`config.mk`:
```
export PLATFORM = sky130hd
export DESIGN_NAME = rangefinder_frame_parser
export DESIGN_NICKNAME = d
export VERILOG_FILES = /design/src/design/rfp_pkg.sv /design/src/design/rfp_cfg_regs.sv /design/src/design/rfp_parser.sv /design/src/design/rangefinder_frame_parser.sv
export SDC_FILE = /design/constraint.sdc
export NUM_CORES = 1
export LEC_CHECK = 0
export ABC_AREA = 1
export BUFFER_PORTS_ARGS = -buffer_cell sky130_fd_sc_hd__buf_2
export CAP_MARGIN = 10
export CORE_AREA = 2 2 201 203
export CTS_BUF_LIST = sky130_fd_sc_hd__clkbuf_4
export CTS_CLUSTER_DIAMETER = 50
export DETAILED_ROUTE_END_ITERATION = 16
export DIE_AREA = 0 0 203 205
export PLACE_DENSITY = 0.94
export SKIP_CTS_REPAIR_TIMING = 1
export SLEW_MARGIN = 20
export SYNTH_ARGS = -nofsm -noshare
export SYNTH_HDL_FRONTEND = slang
export SYNTH_SLANG_ARGS = --single-unit
export TNS_END_PERCENT = 10
```
`constraint.sdc`:
```
create_clock -name clk -period 11.6 [get_ports clk]
set_input_delay 2.32 -clock clk [delete_from_list [all_inputs] [get_ports clk]]
set_output_delay 2.32 -clock clk [all_outputs]
set_load 0.01 [all_outputs]
```
`src/design/rfp_pkg.sv`:
```
// ----------------------------------------------------------------------------
// rfp_pkg: rangefinder frame parser package
// Shared constants, register indexes and the types passed between modules.
// ----------------------------------------------------------------------------
package rfp_pkg;

  localparam int unsigned CFG_IDX_W  = 2;
  localparam int unsigned CFG_DATA_W = 16;

  // configuration register indexes
  localparam logic [CFG_IDX_W-1:0] REG_FRAME_HEADER = 2'd0;
  localparam logic [CFG_IDX_W-1:0] REG_MIN_DIST     = 2'd1;
  localparam logic [CFG_IDX_W-1:0] REG_MAX_DIST     = 2'd2;

  localparam logic [7:0]  HEADER_RST   = 8'h5C;
  localparam logic [15:0] MIN_DIST_RST = 16'd50;
  localparam logic [15:0] MAX_DIST_RST = 16'd50000;

  localparam logic [7:0] BYTE_5A = 8'h5A;
  localparam logic [7:0] BYTE_55 = 8'h55;

  typedef struct packed {
    logic [7:0]  hdr_byte;
    logic [15:0] min_mm;
    logic [15:0] max_mm;
  } cfg_t;

  typedef struct packed {
    logic        frame_done;
    logic [15:0] range_mm;
    logic        in_range;
    logic        checksum_error;
    logic [31:0] sample_total;
    logic [31:0] error_total;
    logic [31:0] byte_total;
    logic [31:0] count_5a_bytes;
    logic [31:0] count_header_bytes;
    logic [31:0] count_55_bytes;
  } result_t;

endpackage

```
`src/design/rfp_cfg_regs.sv`:
```
// ----------------------------------------------------------------------------
// rfp_cfg_regs: configuration registers
// Header byte and distance window, written through a plain write port.
// ----------------------------------------------------------------------------
module rfp_cfg_regs (
  input  logic                          clk,
  input  logic                          rst_n,
  input  logic                          cfg_we,
  input  logic [rfp_pkg::CFG_IDX_W-1:0]  cfg_index,
  input  logic [rfp_pkg::CFG_DATA_W-1:0] cfg_wdata,
  output rfp_pkg::cfg_t                 cfg
);
  import rfp_pkg::*;

  cfg_t cfg_r;
  cfg_t cfg_nxt;

  always_comb begin
    cfg_nxt = cfg_r;
    if (cfg_we) begin
      unique case (cfg_index)
        REG_FRAME_HEADER: cfg_nxt.hdr_byte = cfg_wdata[7:0];
        REG_MIN_DIST:     cfg_nxt.min_mm   = cfg_wdata[15:0];
        REG_MAX_DIST:     cfg_nxt.max_mm   = cfg_wdata[15:0];
        default:          cfg_nxt = cfg_r;  // unmapped index, ignored
      endcase
    end
  end

  always_ff @(posedge clk) begin
    if (!rst_n) begin
      cfg_r.hdr_byte <= HEADER_RST;
      cfg_r.min_mm   <= MIN_DIST_RST;
      cfg_r.max_mm   <= MAX_DIST_RST;
    end else begin
      cfg_r <= cfg_nxt;
    end
  end

  assign cfg = cfg_r;

endmodule

```
`src/design/rfp_parser.sv`:
```
// ----------------------------------------------------------------------------
// rfp_parser: frame state machine and counters
// Computes the result for the byte in the input stage and commits the
// parser state when that byte moves on to the result register.
// ----------------------------------------------------------------------------
module rfp_parser (
  input  logic             clk,
  input  logic             rst_n,
  input  logic             step,
  input  logic [7:0]       rx_byte,
  input  rfp_pkg::cfg_t    cfg,
  output rfp_pkg::result_t res
);
  import rfp_pkg::*;

  typedef enum logic [1:0] {PH_WAIT, PH_LOW, PH_HIGH, PH_CHECK} phase_t;

  phase_t      phase_r, phase_nxt;
  logic [7:0]  low_r, low_nxt;
  logic [7:0]  high_r, high_nxt;
  logic [31:0] good_r, bad_r, bytes_r, c5a_r, chdr_r, c55_r;

  logic        is_hdr;
  logic [7:0]  expect_sum;
  logic [15:0] mm_val;

  assign is_hdr     = (rx_byte == cfg.hdr_byte);
  assign expect_sum = ~(low_r + high_r);
  assign mm_val     = {high_r, low_r};

  always_comb begin
    phase_nxt = phase_r;
    low_nxt   = low_r;
    high_nxt  = high_r;

    res.frame_done         = 1'b0;
    res.range_mm           = '0;
    res.in_range           = 1'b0;
    res.checksum_error     = 1'b0;
    res.sample_total       = good_r;
    res.error_total        = bad_r;
    res.byte_total         = bytes_r + 32'd1;
    res.count_5a_bytes     = c5a_r;
    res.count_header_bytes = chdr_r;
    res.count_55_bytes     = c55_r;

    // 0x5A wins over the header, the header over 0x55
    if (rx_byte == BYTE_5A) begin
      res.count_5a_bytes = c5a_r + 32'd1;
    end else if (is_hdr) begin
      res.count_header_bytes = chdr_r + 32'd1;
    end else if (rx_byte == BYTE_55) begin
      res.count_55_bytes = c55_r + 32'd1;
    end

    unique case (phase_r)
      PH_WAIT: begin
        if (is_hdr) phase_nxt = PH_LOW;
      end
      PH_LOW: begin
        low_nxt   = rx_byte;
        phase_nxt = PH_HIGH;
      end
      PH_HIGH: begin
        high_nxt  = rx_byte;
        phase_nxt = PH_CHECK;
      end
      PH_CHECK: begin
        if (rx_byte == expect_sum) begin
          res.frame_done   = 1'b1;
          res.range_mm     = mm_val;
          res.in_range     = (mm_val >= cfg.min_mm) &&
                             (mm_val < cfg.max_mm);
          res.sample_total = good_r + 32'd1;
          phase_nxt        = PH_WAIT;
        end else begin
          res.checksum_error = 1'b1;
          res.error_total    = bad_r + 32'd1;
          // a bad checksum that is itself a header starts the next frame
          phase_nxt          = is_hdr ? PH_LOW : PH_WAIT;
        end
      end
    endcase
  end

  always_ff @(posedge clk) begin
    if (!rst_n) begin
      phase_r <= PH_WAIT;
      low_r   <= '0;
      high_r  <= '0;
      good_r  <= '0;
      bad_r   <= '0;
      bytes_r <= '0;
      c5a_r   <= '0;
      chdr_r  <= '0;
      c55_r   <= '0;
    end else if (step) begin
      phase_r <= phase_nxt;
      low_r   <= low_nxt;
      high_r  <= high_nxt;
      good_r  <= res.sample_total;
      bad_r   <= res.error_total;
      bytes_r <= res.byte_total;
      c5a_r   <= res.count_5a_bytes;
      chdr_r  <= res.count_header_bytes;
      c55_r   <= res.count_55_bytes;
    end
  end

`ifndef SYNTH
  a_done_xor_err: assert property (@(posedge clk) disable iff (!rst_n)
    !(res.frame_done && res.checksum_error))
    else $error("frame_done and checksum_error both set");

  a_byte_count: assert property (@(posedge clk) disable iff (!rst_n)
    step |=> bytes_r == $past(bytes_r) + 32'd1)
    else $error("byte counter missed a beat");

  a_hold: assert property (@(posedge clk) disable iff (!rst_n)
    !step |=> $stable(bytes_r) && $stable(phase_r) && $stable(good_r))
    else $error("parser state moved without a beat");

  a_done_resync: assert property (@(posedge clk) disable iff (!rst_n)
    (step && res.frame_done) |=> phase_r == PH_WAIT && good_r == $past(good_r) + 32'd1)
    else $error("good frame did not return to header search");

  a_err_only_check: assert property (@(posedge clk) disable iff (!rst_n)
    res.checksum_error |-> phase_r == PH_CHECK)
    else $error("checksum error outside checksum phase");
`endif

endmodule

```
`src/design/rangefinder_frame_parser.sv`:
```
// ----------------------------------------------------------------------------
// rangefinder_frame_parser: laser rangefinder serial frame parser
// One received byte per input beat; one result beat per byte.
// ----------------------------------------------------------------------------
// Input channel (in_valid/in_ready/in_rx_byte) takes one link byte per beat.
// Output channel (out_valid/out_ready/out_*) returns one result per byte:
// frame_done with distance and in-range flag on a good checksum,
// checksum_error on a bad one, and the six wrapping 32-bit counters as they
// stand after that byte.
// A byte accepted into the input register moves on to the result register
// when the result register is free (empty or being taken), and its result is
// then offered. Throughput is one byte per cycle while out_ready stays high;
// the only path limiting it is the 32-bit counter increments between the two
// registers.
// Reset (rst_n low, synchronous) empties both registers, puts the parser in
// header search, clears the counters and loads the default header 0x5C and the
// 50..50000 mm window (50000 excluded). Config writes take effect at once
// and must be made while no byte is in flight; the block does not enforce it.
// When the receiver holds out_ready low, the result register holds, the
// input register fills, and in_ready drops until the result is taken.
// ----------------------------------------------------------------------------
module rangefinder_frame_parser (
  input  logic                           clk,
  input  logic                           rst_n,
  input  logic                           in_valid,
  output logic                           in_ready,
  input  logic [7:0]                     in_rx_byte,
  output logic                           out_valid,
  input  logic                           out_ready,
  output logic                           out_frame_done,
  output logic [15:0]                    out_distance_mm,
  output logic                           out_in_range,
  output logic                           out_checksum_error,
  output logic [31:0]                    out_sample_total,
  output logic [31:0]                    out_error_total,
  output logic [31:0]                    out_byte_total,
  output logic [31:0]                    out_count_5a_bytes,
  output logic [31:0]                    out_count_header_bytes,
  output logic [31:0]                    out_count_55_bytes,
  input  logic                           cfg_we,
  input  logic [rfp_pkg::CFG_IDX_W-1:0]  cfg_index,
  input  logic [rfp_pkg::CFG_DATA_W-1:0] cfg_wdata
);
  import rfp_pkg::*;

  cfg_t    cfg;
  result_t res;
  result_t out_res_r;
  logic    in_valid_r;
  logic    out_valid_r;
  logic    [7:0] in_byte_r;
  logic    advance;

  rfp_cfg_regs u_cfg (
    .clk       (clk),
    .rst_n     (rst_n),
    .cfg_we    (cfg_we),
    .cfg_index (cfg_index),
    .cfg_wdata (cfg_wdata),
    .cfg       (cfg)
  );

  rfp_parser u_parser (
    .clk     (clk),
    .rst_n   (rst_n),
    .step    (advance),
    .rx_byte (in_byte_r),
    .cfg     (cfg),
    .res     (res)
  );

  // byte in the input stage moves on when the result register is free
  assign advance  = in_valid_r && (!out_valid_r || out_ready);
  assign in_ready = !in_valid_r || advance;

  always_ff @(posedge clk) begin
    if (!rst_n) begin
      in_valid_r  <= 1'b0;
      out_valid_r <= 1'b0;
    end else begin
      if (in_valid && in_ready) begin
        in_valid_r <= 1'b1;
      end else if (advance) begin
        in_valid_r <= 1'b0;
      end
      if (advance) begin
        out_valid_r <= 1'b1;
      end else if (out_ready) begin
        out_valid_r <= 1'b0;
      end
    end
  end

  always_ff @(posedge clk) begin
    if (in_valid && in_ready) in_byte_r <= in_rx_byte;
    if (advance) out_res_r <= res;
  end

  assign out_valid              = out_valid_r;
  assign out_frame_done         = out_res_r.frame_done;
  assign out_distance_mm        = out_res_r.range_mm;
  assign out_in_range           = out_res_r.in_range;
  assign out_checksum_error     = out_res_r.checksum_error;
  assign out_sample_total       = out_res_r.sample_total;
  assign out_error_total        = out_res_r.error_total;
  assign out_byte_total         = out_res_r.byte_total;
  assign out_count_5a_bytes     = out_res_r.count_5a_bytes;
  assign out_count_header_bytes = out_res_r.count_header_bytes;
  assign out_count_55_bytes     = out_res_r.count_55_bytes;

endmodule

```
==> run summary <==
maximum clock path buffer count - 3
PD cells - 133.3 nW/um^2
most frequent cells in the layout - 697 x nand2_1, 508 x inv_1, 294 x nor2_1
Worst EP arrival - 6.14 ns
I/O Pins - 244
routed length per instance - 14.90 microns
critical path peak fanout - 116
post-placement cell area - 25560 sq um
DRT Pass-1 Iters - 8
Pins Over Slew Limit - 0
Buf/Inv on CP - 5
register area share after synthesis - 0.4824
Tightest Hold Check Type - reg2reg
Final setup violation count - 0
Clock Latency Late Sink - 0.83 ns
commonest non-fill, non-tap cell in the layout - nand2_1
CORE AREA - 39370 sq um
vias in the first global route - 20330
Worst Skew - 0.05518 ns
asr flop ratio synth - 0
Comb pwr share - 0.097
Vias - 21670
gr usage total - 0.2851
worst ir drop on vdd - 0.09843 mV
CP peak stage delay - 0.94 ns
final wirelength - 59600 microns
final hold vios - 0
number of CTS-inserted buffers - 113
crit-path cells - buf_2, inv_1, nand2_1, nand2_4, inv_8, buf_4, buf_4, o21ai_0, a21oi_1
CTS Sinks - 471
top post-synthesis cells by area - edfxtp_1 27%, dfxtp_1 21%, nand2_1 11%
CTS H-tree depth - 3
Die Height - 205 microns
status - completed
initial antenna violation count - 1
die area - 41620 sq um
Static Leak - 12.43 nW
final non-filler cell total - 4000
root buf cell - clkbuf_4
Final period util - 0.4677
1st-iter DRT viols - 1995
post-synth top area share - 0.2730
Synth Register Bits - 471
DRC - 0
Internal Power - 0.002622 W
post-route cell area - 27000 sq um
cells on worst reg2reg path - 17
Post-synth EDFFs - 219
Netlist cell types - 42
fin crit period - 5.426 ns
Worst Path Class, Setup - in2reg
RSZ-0062 raised after global routing - false
CTS tree - yes
area leader, netlist - edfxtp_1
CTS clk-pin slew, worst paths - 0.06 ns
GRT overflow - 0
Worst Setup End Kind - flop
max_cap viols - 0
first-pass GRT wire length - 96620 microns
Syn Nets - 3204
synth warn - 0
most used cell, CP - buf_4
Routed Antenna Nets - 0
Rows - 73
Post-Syn Instances - 3124
Post-Syn Area - 24090 sq um
fmax - 184.3 MHz
switching share of power - 0.2718
pin count of the biggest net entering global routing - 117
CP Depth - 9
switching pwr - 0.0009786 W
Worst path slowest cell - buf_4
crit-path leading delay family - buffers and inverters
dpl hpwl - 40080 microns
startpoint type of the worst setup path - input pin
Avg Inst Size Synth - 7.711 sq um
drt via density - 5.418
die width - 203 microns
Cells on Worst Hold Path - 2
Area Overhead vs Synth - 12.09%
Flop pwr share - 0.533
IO buf count - 243
worst slew pin tran - 1.095 ns
Sum Neg Setup Slack - 0 ns
Initial Util - 0.6119
routability cong. - 0.9598
Nets - 3458
DP Cell Count - 3788
CP required - 12.32 ns
Top FF cell, synth - dfxtp_1
Clk network pwr share - 0.370
layout cells sized above 1 - 0.1341
Slew HR - 0.2672
final timing paths:
check / start / to / slack [ns]
hold reg to reg: u_cfg.cfg[0] / u_cfg.cfg[0] / 0.46
setup reg to reg: u_parser.high_r[0] / out_sample_total[5] / 7.38
hold / removal: u_cfg.cfg[0] / u_cfg.cfg[0] / 0.46
setup / recovery: out_ready / u_parser.c55_r[27] / 6.17
state kept, by name, indices dropped and copies added, names as in the netlist, 2 cells and up:
register	count
u_cfg.cfg	40
out_byte_total	32
out_count_55_bytes	32
out_count_5a_bytes	32
out_count_header_bytes	32
out_error_total	32
out_sample_total	32
u_parser.bad_r	32
u_parser.bytes_r	32
u_parser.c55_r	32
u_parser.c5a_r	32
u_parser.chdr_r	32
u_parser.good_r	32
out_distance_mm	16
in_byte_r	8
u_parser.high_r	8
u_parser.low_r	8
u_parser.phase_r	2
synth_stat cells, types with 3 or more instances:
cell type	instances
nor2_2	3
dfxtp_1	252
o21ai_0	170
inv_1	509
nor2_1	294
nand4_1	92
xor2_1	114
a21oi_1	216
a211oi_1	4
nor3_1	70
nor3_2	5
o21ai_1	10
xnor2_1	13
buf_4	4
clkbuf_1	78
edfxtp_1	219
buf_2	13
nor4_1	15
nand2_2	8
inv_2	6
ha_1	48
o211ai_1	15
nand2_1	698
buf_6	5
nand3_2	5
buf_1	14
nor2_4	4
nand3_1	222
power by group through the flow:
| stage | Combinational [W] | Clock [W] | Sequential [W] |
|---|---|---|---|
| 2_1_floorplan | 0.000222 | 0 | 0.00196 |
| 3_3_place_gp | 0.000331 | 0 | 0.00195 |
| 3_5_place_dp | 0.000343 | 0 | 0.00195 |
| 4_1_cts | 0.000348 | 0.00136 | 0.00192 |
| 5_1_grt | 0.000396 | 0.00145 | 0.00193 |
| 6_report | 0.000349 | 0.00133 | 0.00192 |
worst reg2reg max path: cells and delay by family (launching register included):
family	cells	cell delay (ns)
buffers and inverters	4	0.26
and+or+nand+nor	11	2.68
adders and majority gates	2	0.63
DFF	1	0.41
layer usage:
metal / wire length (microns) / track usage / part of all wire / vias to the layer above
met2: 27160 / 0.4661 / 0.46 / 981
li1: - / - / - / 10700
met3: 5528 / 0.06586 / 0.093 / 156
met5: 0 / 0 / 0 / -
met1: 24730 / 0.3569 / 0.42 / 9833
met4: 2175 / 0.1400 / 0.036 / 0
layout make-up:
class,instances,area [sq um]
fill,3161,12370
clock inverter,51,235.2
multi-input combinational,2022,10040
inverter,517,1954
antenna,1,2.502
clock buffer,160,1201
sequential,471,11620
timing repair buffer,253,1291
tap,525,656.9
cells by family after synthesis:
| family | count (synthesis) | synth area share |
|---|---|---|
| and+or+nand+nor | 1425 | 0.2544 |
| adders and majority gates | 49 | 0.02576 |
| DFF | 471 | 0.4824 |
| xor gates and xnor gates | 127 | 0.04618 |
| buffers and inverters | 631 | 0.1012 |
| AOI/OAI and AO/OA | 421 | 0.08997 |
through the flow:
stage | hold WS (ns) | worst slack, ns | power [W] | util
global route | 0.4887 | 5.827 | 0.003774 | 0.6859
CTS | 0.4568 | 6.252 | 0.003629 | 0.6858
floorplan | 0.4244 | 2.054 | 0.002185 | -
global placement | 0.4363 | 5.463 | 0.002279 | 0.6493
detailed placement | 0.4493 | 5.382 | 0.002294 | 0.6493
finish | 0.4581 | 6.174 | 0.003600 | 0.6859
Power figures use the tool's default switching activity.
